File: src/rtl/core/bbc_pkg.sv
package bbc_pkg;

    // Field widths fixed by the stream format
    localparam int LBA_W    = 32;
    localparam int BUF_W    = 6;
    localparam int STATUS_W = 3;
    localparam int TDATA_W  = 40;

    // Default pool size
    localparam int DEF_NUM_BUFFERS = 64;

    // Request kinds
    localparam logic OP_GET     = 1'b0;
    localparam logic OP_RELEASE = 1'b1;

    // Result status codes
    localparam logic [STATUS_W-1:0] ST_HIT    = 3'd0;
    localparam logic [STATUS_W-1:0] ST_FRESH  = 3'd1;
    localparam logic [STATUS_W-1:0] ST_EVICT  = 3'd2;
    localparam logic [STATUS_W-1:0] ST_NONE   = 3'd3;
    localparam logic [STATUS_W-1:0] ST_APPEND = 3'd4;
    localparam logic [STATUS_W-1:0] ST_QUEUED = 3'd5;

    typedef struct packed {
        logic             op;
        logic [LBA_W-1:0] lba;
        logic [BUF_W-1:0] buf_idx;
    } t_request;

    typedef struct packed {
        logic [STATUS_W-1:0] status;
        logic [BUF_W-1:0]    buffer_out;
        logic [LBA_W-1:0]    old_lba;
    } t_result;

endpackage

File: src/rtl/core/bbc_ram.sv
// Simple dual-port RAM: one write port, one read port, registered read data
module bbc_ram #(
    parameter int WIDTH  = 32,
    parameter int DEPTH  = 64,
    parameter int ADDR_W = $clog2(DEPTH)
) (
    input  logic              i_clk,
    input  logic              i_we,
    input  logic [ADDR_W-1:0] i_waddr,
    input  logic [WIDTH-1:0]  i_wdata,
    input  logic [ADDR_W-1:0] i_raddr,
    output logic [WIDTH-1:0]  o_rdata
);

    logic [WIDTH-1:0] r_mem [DEPTH];
    logic [WIDTH-1:0] r_rdata;

    always_ff @(posedge i_clk) begin
        if (i_we) begin
            r_mem[i_waddr] <= i_wdata;
        end
        r_rdata <= r_mem[i_raddr];
    end

    assign o_rdata = r_rdata;

endmodule

File: src/rtl/core/bbc_ctrl.sv
// Request sequencer: queue pointers, pipelined walk of the used queue,
// allocation and eviction
module bbc_ctrl #(
    parameter int NUM_BUFFERS = bbc_pkg::DEF_NUM_BUFFERS,
    parameter int IDX_W       = $clog2(NUM_BUFFERS)
) (
    input  logic              i_clk,
    input  logic              i_rst_n,
    // request side
    input  logic              i_in_valid,
    output logic              o_in_ready,
    input  bbc_pkg::t_request i_req,
    // result side
    output logic              o_res_valid,
    input  logic              i_res_ready,
    output bbc_pkg::t_result  o_res,
    // tag memory
    output logic              o_tag_we,
    output logic [IDX_W-1:0]  o_tag_waddr,
    output logic [bbc_pkg::LBA_W-1:0] o_tag_wdata,
    output logic [IDX_W-1:0]  o_tag_raddr,
    input  logic [bbc_pkg::LBA_W-1:0] i_tag_rdata,
    // used-queue memory
    output logic              o_q_we,
    output logic [IDX_W-1:0]  o_q_waddr,
    output logic [IDX_W-1:0]  o_q_wdata,
    output logic [IDX_W-1:0]  o_q_raddr,
    input  logic [IDX_W-1:0]  i_q_rdata
);

    import bbc_pkg::*;

    localparam int CNT_W = $clog2(NUM_BUFFERS + 1);

    localparam logic [2:0] S_IDLE = 3'd0;
    localparam logic [2:0] S_RTAG = 3'd1;
    localparam logic [2:0] S_WALK = 3'd2;
    localparam logic [2:0] S_EVQ  = 3'd3;
    localparam logic [2:0] S_EVT  = 3'd4;
    localparam logic [2:0] S_DONE = 3'd5;

    // control state
    logic [2:0]       r_state, n_state;
    logic [IDX_W-1:0] r_head, n_head;
    logic [IDX_W-1:0] r_tail, n_tail;
    logic [CNT_W-1:0] r_count, n_count;
    logic [CNT_W-1:0] r_next_unused, n_next_unused;
    logic             r_va, n_va;
    logic             r_vb, n_vb;

    // payload
    t_request         r_req, n_req;
    logic [LBA_W-1:0] r_key, n_key;
    logic [IDX_W-1:0] r_p, n_p;
    logic [CNT_W-1:0] r_issued, n_issued;
    logic [IDX_W-1:0] r_bb, n_bb;
    t_result          r_res, n_res;

    logic             issue;

    function automatic logic [IDX_W-1:0] wrap_inc(input logic [IDX_W-1:0] p);
        logic [IDX_W-1:0] q;
        q = (p == IDX_W'(NUM_BUFFERS - 1)) ? '0 : p + 1'b1;
        return q;
    endfunction

    // Next-state logic
    always_comb begin
        n_state       = r_state;
        n_head        = r_head;
        n_tail        = r_tail;
        n_count       = r_count;
        n_next_unused = r_next_unused;
        n_va          = 1'b0;
        n_vb          = 1'b0;
        n_req         = r_req;
        n_key         = r_key;
        n_p           = r_p;
        n_issued      = r_issued;
        n_bb          = r_bb;
        n_res         = r_res;

        o_tag_we    = 1'b0;
        o_tag_waddr = r_bb;
        o_tag_wdata = r_req.lba;
        o_tag_raddr = i_q_rdata;
        o_q_we      = 1'b0;
        o_q_waddr   = r_tail;
        o_q_wdata   = IDX_W'(r_req.buf_idx);
        o_q_raddr   = r_p;
        o_in_ready  = 1'b0;
        o_res_valid = 1'b0;
        issue       = 1'b0;

        unique case (r_state)
            S_IDLE: begin
                // nothing is taken while reset is held
                o_in_ready  = i_rst_n;
                // release looks up the tag of its buffer first
                o_tag_raddr = IDX_W'(i_req.buf_idx);
                if (i_in_valid) begin
                    n_req    = i_req;
                    n_p      = r_head;
                    n_issued = '0;
                    if (i_req.op == OP_GET) begin
                        n_key   = i_req.lba;
                        n_state = S_WALK;
                    end else if (32'(i_req.buf_idx) >= 32'(NUM_BUFFERS) ||
                                 r_count == CNT_W'(NUM_BUFFERS)) begin
                        n_res   = '{status: ST_QUEUED, buffer_out: i_req.buf_idx,
                                    old_lba: '0};
                        n_state = S_DONE;
                    end else begin
                        n_state = S_RTAG;
                    end
                end
            end

            S_RTAG: begin
                n_key   = i_tag_rdata;
                n_state = S_WALK;
            end

            // Three-deep walk: queue read, tag read, compare; one entry a cycle
            S_WALK: begin
                issue = (r_issued < r_count);
                if (issue) begin
                    n_va     = 1'b1;
                    n_issued = r_issued + 1'b1;
                    n_p      = wrap_inc(r_p);
                end
                if (r_va) begin
                    n_vb = 1'b1;
                    n_bb = i_q_rdata;
                end
                if (r_vb && i_tag_rdata == r_key) begin
                    n_va = 1'b0;
                    n_vb = 1'b0;
                    if (r_req.op == OP_GET) begin
                        n_res = '{status: ST_HIT, buffer_out: BUF_W'(r_bb), old_lba: '0};
                    end else begin
                        n_res = '{status: ST_QUEUED, buffer_out: r_req.buf_idx,
                                  old_lba: '0};
                    end
                    n_state = S_DONE;
                end else if (!issue && !r_va && !r_vb) begin
                    // walk exhausted: miss
                    if (r_req.op == OP_RELEASE) begin
                        o_q_we  = 1'b1;
                        n_tail  = wrap_inc(r_tail);
                        n_count = r_count + 1'b1;
                        n_res   = '{status: ST_APPEND, buffer_out: r_req.buf_idx,
                                    old_lba: '0};
                        n_state = S_DONE;
                    end else if (r_next_unused < CNT_W'(NUM_BUFFERS)) begin
                        o_tag_we      = 1'b1;
                        o_tag_waddr   = IDX_W'(r_next_unused);
                        n_next_unused = r_next_unused + 1'b1;
                        n_res         = '{status: ST_FRESH,
                                          buffer_out: BUF_W'(r_next_unused),
                                          old_lba: '0};
                        n_state       = S_DONE;
                    end else if (r_count != '0) begin
                        o_q_raddr = r_head;
                        n_state   = S_EVQ;
                    end else begin
                        n_res   = '{status: ST_NONE, buffer_out: '0, old_lba: '0};
                        n_state = S_DONE;
                    end
                end
            end

            // pop the head and fetch its old tag
            S_EVQ: begin
                o_tag_raddr = i_q_rdata;
                n_bb        = i_q_rdata;
                n_head      = wrap_inc(r_head);
                n_count     = r_count - 1'b1;
                n_state     = S_EVT;
            end

            S_EVT: begin
                o_tag_we = 1'b1;
                n_res    = '{status: ST_EVICT, buffer_out: BUF_W'(r_bb),
                             old_lba: i_tag_rdata};
                n_state  = S_DONE;
            end

            S_DONE: begin
                o_res_valid = 1'b1;
                if (i_res_ready) begin
                    n_state = S_IDLE;
                end
            end

            default: begin
                n_state = S_IDLE;
            end
        endcase
    end

    // Control registers
    always_ff @(posedge i_clk) begin
        if (!i_rst_n) begin
            r_state       <= S_IDLE;
            r_head        <= '0;
            r_tail        <= '0;
            r_count       <= '0;
            r_next_unused <= '0;
            r_va          <= 1'b0;
            r_vb          <= 1'b0;
        end else begin
            r_state       <= n_state;
            r_head        <= n_head;
            r_tail        <= n_tail;
            r_count       <= n_count;
            r_next_unused <= n_next_unused;
            r_va          <= n_va;
            r_vb          <= n_vb;
        end
    end

    // Payload registers
    always_ff @(posedge i_clk) begin
        r_req    <= n_req;
        r_key    <= n_key;
        r_p      <= n_p;
        r_issued <= n_issued;
        r_bb     <= n_bb;
        r_res    <= n_res;
    end

    assign o_res = r_res;

endmodule

File: src/rtl/core/block_buffer_cache_lookup.sv
// Block buffer cache lookup over a pool of NUM_BUFFERS buffers. Each request
// is one transaction in and one transaction out. A get walks the used queue
// oldest first, one entry per cycle through a three-deep read/compare
// pipeline over the queue and tag memories; an eviction adds a head pop and
// an old-tag read. A release first reads its buffer's tag and then walks the
// queue the same way; an out-of-pool index or a full queue answers without
// a walk. One request is in flight at a time; a new one is taken while the
// previous result still waits in the output register. Tags and queue
// entries live in RAM with no reset; a release of a buffer not yet handed
// out reads its unwritten tag.
module block_buffer_cache_lookup #(
    parameter int NUM_BUFFERS = bbc_pkg::DEF_NUM_BUFFERS
) (
    input  logic                          i_clk,
    input  logic                          i_rst_n,
    input  logic                          s_axis_tvalid,
    output logic                          s_axis_tready,
    input  logic [bbc_pkg::TDATA_W-1:0]   s_axis_tdata,   // lba[31:0], buffer[37:32]
    input  logic                          s_axis_tuser,   // op
    output logic                          m_axis_tvalid,
    input  logic                          m_axis_tready,
    output logic [bbc_pkg::TDATA_W-1:0]   m_axis_tdata,   // buffer_out[5:0], old_lba[37:6]
    output logic [bbc_pkg::STATUS_W-1:0]  m_axis_tuser    // status
);

    import bbc_pkg::*;

    localparam int IDX_W = $clog2(NUM_BUFFERS);

    t_request         req;
    t_result          res;
    logic             res_valid;
    logic             res_ready;

    logic             tag_we;
    logic [IDX_W-1:0] tag_waddr;
    logic [LBA_W-1:0] tag_wdata;
    logic [IDX_W-1:0] tag_raddr;
    logic [LBA_W-1:0] tag_rdata;
    logic             q_we;
    logic [IDX_W-1:0] q_waddr;
    logic [IDX_W-1:0] q_wdata;
    logic [IDX_W-1:0] q_raddr;
    logic [IDX_W-1:0] q_rdata;

    logic             r_out_valid;
    t_result          r_out;

    // Unpack the request
    assign req.op      = s_axis_tuser;
    assign req.lba     = s_axis_tdata[LBA_W-1:0];
    assign req.buf_idx = s_axis_tdata[LBA_W +: BUF_W];

    bbc_ctrl #(
        .NUM_BUFFERS (NUM_BUFFERS),
        .IDX_W       (IDX_W)
    ) u_ctrl (
        .i_clk       (i_clk),
        .i_rst_n     (i_rst_n),
        .i_in_valid  (s_axis_tvalid),
        .o_in_ready  (s_axis_tready),
        .i_req       (req),
        .o_res_valid (res_valid),
        .i_res_ready (res_ready),
        .o_res       (res),
        .o_tag_we    (tag_we),
        .o_tag_waddr (tag_waddr),
        .o_tag_wdata (tag_wdata),
        .o_tag_raddr (tag_raddr),
        .i_tag_rdata (tag_rdata),
        .o_q_we      (q_we),
        .o_q_waddr   (q_waddr),
        .o_q_wdata   (q_wdata),
        .o_q_raddr   (q_raddr),
        .i_q_rdata   (q_rdata)
    );

    // Tag per buffer
    bbc_ram #(
        .WIDTH  (LBA_W),
        .DEPTH  (NUM_BUFFERS),
        .ADDR_W (IDX_W)
    ) u_tag_ram (
        .i_clk   (i_clk),
        .i_we    (tag_we),
        .i_waddr (tag_waddr),
        .i_wdata (tag_wdata),
        .i_raddr (tag_raddr),
        .o_rdata (tag_rdata)
    );

    // Circular used queue of buffer indices
    bbc_ram #(
        .WIDTH  (IDX_W),
        .DEPTH  (NUM_BUFFERS),
        .ADDR_W (IDX_W)
    ) u_queue_ram (
        .i_clk   (i_clk),
        .i_we    (q_we),
        .i_waddr (q_waddr),
        .i_wdata (q_wdata),
        .i_raddr (q_raddr),
        .o_rdata (q_rdata)
    );

    // Output register: frees the sequencer while a result waits
    assign res_ready = !r_out_valid || m_axis_tready;

    always_ff @(posedge i_clk) begin
        if (!i_rst_n) begin
            r_out_valid <= 1'b0;
        end else if (res_ready) begin
            r_out_valid <= res_valid;
        end
    end

    always_ff @(posedge i_clk) begin
        if (res_ready && res_valid) begin
            r_out <= res;
        end
    end

    assign m_axis_tvalid = r_out_valid;
    assign m_axis_tuser  = r_out.status;
    assign m_axis_tdata  = {(TDATA_W - BUF_W - LBA_W)'(0), r_out.old_lba, r_out.buffer_out};

endmodule

File: config.mk
export PLATFORM = sky130hd
export DESIGN_NAME = block_buffer_cache_lookup
export DESIGN_NICKNAME = d
export VERILOG_FILES = /design/src/rtl/core/bbc_pkg.sv /design/src/rtl/core/bbc_ram.sv /design/src/rtl/core/bbc_ctrl.sv /design/src/rtl/core/block_buffer_cache_lookup.sv
export SDC_FILE = /design/constraint.sdc
export NUM_CORES = 2
export LEC_CHECK = 0
export BUFFER_PORTS_ARGS = -buffer_cell sky130_fd_sc_hd__buf_4
export CAP_MARGIN = 10
export CORE_UTILIZATION = 55
export DETAILED_ROUTE_END_ITERATION = 8
export GPL_TIMING_DRIVEN = 0
export PLACE_DENSITY = 0.71
export SYNTH_ARGS = -nofsm -noshare
export SYNTH_HDL_FRONTEND = slang
export SYNTH_HIERARCHICAL = 1
export SYNTH_SLANG_ARGS = --single-unit
File: constraint.sdc
create_clock -name i_clk -period 13.6 [get_ports i_clk]
set_input_delay 0.68 -clock i_clk [delete_from_list [all_inputs] [get_ports i_clk]]
set_output_delay 0.68 -clock i_clk [all_outputs]
set_load 0.05 [all_outputs]
==> out/metrics.cfg <==
[synthesis]
synth_most_common_cell=edfxtp_1
synth_top_cell_area_share_pct=76.0
synth.distinct_cells=77
ys_ff_latch=2674
synth-seq-area-share_pct=77.3
avgSynthCellArea_sq_um=21.8
yosys-top-cells-area=edfxtp_1 76%, mux4_2 14%, dfxtp_1 1.4%
synth_flop_cell=edfxtp_1
synthCells=4721
synth_top_area_cell=edfxtp_1
async_reset_ff_share_pct=0
synthTopCellsByCount=2604 x edfxtp_1, 631 x mux4_2, 234 x nor2_1
yosysWarnings=6
synth_edf_count=2604
netlist_area_sq_um=103000

[die]
chipHeight_microns=435
die_w_microns=435
core_sq_um=186000
dieArea_sq_um=189000
ioPinCount=90
start_util_pct=55.4
rows=158

[layout]
final_area_sq_um=118000
fill_cells=11900
regArea_sq_um=79600
nNetsFinal=5302
stdcell_count=7918
finish.utilization_pct=63.6
multi_input_area_sq_um=22300
drive_gt1_share_pct=27.4
area_delta_synth_final_pct=14.8

[place]
io_buffers=85
gp_congestion=0.932
placed_area_sq_um=109000
place_ws_ps=7570
dp_hpwl_mm=187
dp_cells=7389

[sta]
worst_pin_slew_ps=1400
min_period_ps=6620
relSlewSlack_pct=6.81
holdWs_ps=75.8
finalCritPeriodShare_pct=48.7
layout_setup_ws_ps=6980
setup_tns_ps=0
finalHoldViolCount=0
fmax_mhz=151
setup-violations-final=0
fin_skew_ps=83.3
maxSlewViolCount=0
rsz0062_at_grt=false

[critical_path]
r2r_setup_slack_ps=6980
crit_type=register to register
cp_max_fo=10
reg2reg_from=u_ctrl/r_state[0]
start_kind=register
cp-end-kind=register
critPathArrivalTime_ps=7350
rr_endpoint=u_tag_ram/o_rdata[24]
cp.required_ps=14330
reg2reg_depth=13

[clocking]
numCtsBuffers=282
cts_buffer_depth=4
clk_latency_ps=930
post_cts_resized=0
cts_sinks=2674
cts_root_buf=clkbuf_16
htree_levels=5
cts_tree=done
path_clk_slew_ps=60

[power_and_ir_drop]
ir_worst_vdd_mv=0.138
p_leak_nw=37.3
powerDensity_nw_per_um2=208
total_power_mw=24.5

[route]
wl_per_cell_microns=37.3
top_layer_used=met5
wl_met3_mm=43.9
vias=54100
met1_length_mm=104
met2_length_mm=132
routed_via_density=6.84
drt_iter0_drc=8692
drc=0
wirelength_mm=295
drt-pass1-iter-count=6
ant_nets=0

[global_routing]
grt_max_degree=65
grt.overflow.total=0
first_global_vias=52400
grt_util_all_layers_pct=31.5
grt_pass1_wl_mm=404
grt_antenna_before_repair=17

[flow_run]
cap_viol_max_count=0

[worst_hold_path]
hold_depth=3
hold_start=m_axis_tready
hold_class=primary input to register
worstHoldEndpoint=m_axis_tvalid

[status]
status=finished clean

-- what timing repair did --
| action | 4_1_cts | 5_1_grt |
|---|---|---|
| hold buffers | 39 | 0 |
| setup buffers | 0 | 0 |
| hold endpoints to repair | 39 | 0 |
-- layer usage --
| layer | vias to the layer above | global-route usage (%) |
|---|---|---|
| li1 | 20800 | - |
| met2 | 4285 | 46.4 |
| met5 | - | 0 |
| met3 | 738 | 11.3 |
| met4 | 6 | 14.0 |
| met1 | 28300 | 42.6 |
-- worst max-delay path: stages (launching register included) --
cell	delay (ps)
dfxtp_1	290
clkbuf_1	190
clkbuf_1	270
nor3_1	980
mux2_2	320
buf_2	370
buf_2	530
buf_2	410
clkbuf_1	490
buf_2	570
mux2i_1	260
a21oi_1	1030
a21oi_1	110
nor2_1	560
-- area by class of cell --
cell class,count,area share (%)
Sequential cell,2674,67.4
Clock inverter,123,0.863
Inverter,14,0.0445
Clock buffer,356,6.34
Antenna cell,5,0.0106
Tap cell,2480,2.63
Multi-Input combinational cell,1754,18.8
Buffer,280,1.29
Timing Repair Buffer,232,2.62
-- cell families after synthesis --
logic type | Yosys count | synth area share (%)
flip-flops | 2674 | 77.3
multiplexers | 817 | 15.8
AND/OR/NAND/NOR | 533 | 2.52
AO/OA/AOI/OAI | 330 | 2.15
buffers and inverters | 294 | 1.53
XOR/XNOR | 53 | 0.451
adder cells (fa/ha/maj) | 19 | 0.238
other | 1 | 0.00364
-- report_power, final --
group          internal, mW  total (mW)  switching, mW
Sequential             9.66        9.80          0.136
Clock                  4.19        7.23           3.04
Combinational          2.68        7.48           4.80
-- sequential cells by signal, indices dropped and copies added, names as in the netlist, 7 cells and up --
register	count
u_tag_ram/r_mem	2048
u_queue_ram/r_mem	384
u_ctrl/r_key	32
m_axis_tdata	38
u_ctrl/o_res	41
u_ctrl/r_next_unused	7
u_ctrl/r_count	7
u_tag_ram/o_rdata	32
u_ctrl/r_issued	7
u_ctrl/o_tag_wdata	32
-- cell usage in the layout (no fill, tap or decap), types with 11 or more instances in the layout --
| cell | count |
|---|---|
| bufinv_16 | 16 |
| buf_4 | 160 |
| clkbuf_1 | 171 |
| nand2_1 | 69 |
| nand3_1 | 26 |
| nand2b_1 | 22 |
| dfxtp_1 | 70 |
| clkinv_1 | 44 |
| dlygate4sd3_1 | 39 |
| mux4_2 | 631 |
| o21ai_0 | 25 |
| mux2_2 | 53 |
| nor3_1 | 17 |
| buf_2 | 69 |
| o22ai_1 | 96 |
| nor2_4 | 62 |
| a21oi_1 | 83 |
| buf_1 | 21 |
| and2_1 | 46 |
| nor2b_1 | 32 |
| inv_1 | 13 |
| ha_1 | 18 |
| buf_6 | 23 |
| a22oi_1 | 14 |
| clkinv_2 | 45 |
| buf_12 | 67 |
| buf_16 | 16 |
| xnor2_1 | 13 |
| mux2i_1 | 121 |
| nand4_1 | 13 |
| xor2_1 | 40 |
| clkinvlp_4 | 11 |
| nand3b_1 | 12 |
| clkbuf_16 | 287 |
| o221ai_1 | 37 |
| nor2_1 | 172 |
| edfxtp_1 | 2604 |
-- worst max path at each step --
stage	start	to	slack, ps	depth (start not counted)
after floorplan	u_ctrl/r_key[17]	u_ctrl/o_res[0]	7240	9
after global placement	u_ctrl/r_count[1]	u_tag_ram/r_mem[48][26]	4490	12
after detailed placement	u_ctrl/r_state[0]	u_tag_ram/o_rdata[24]	7570	13
after CTS	u_ctrl/r_state[0]	u_tag_ram/o_rdata[24]	7430	13
after global routing	u_ctrl/r_state[0]	u_tag_ram/o_rdata[24]	7150	13
final	u_ctrl/r_state[0]	u_tag_ram/o_rdata[24]	6980	13
No activity file was read; power rests on OpenSTA's default activity.
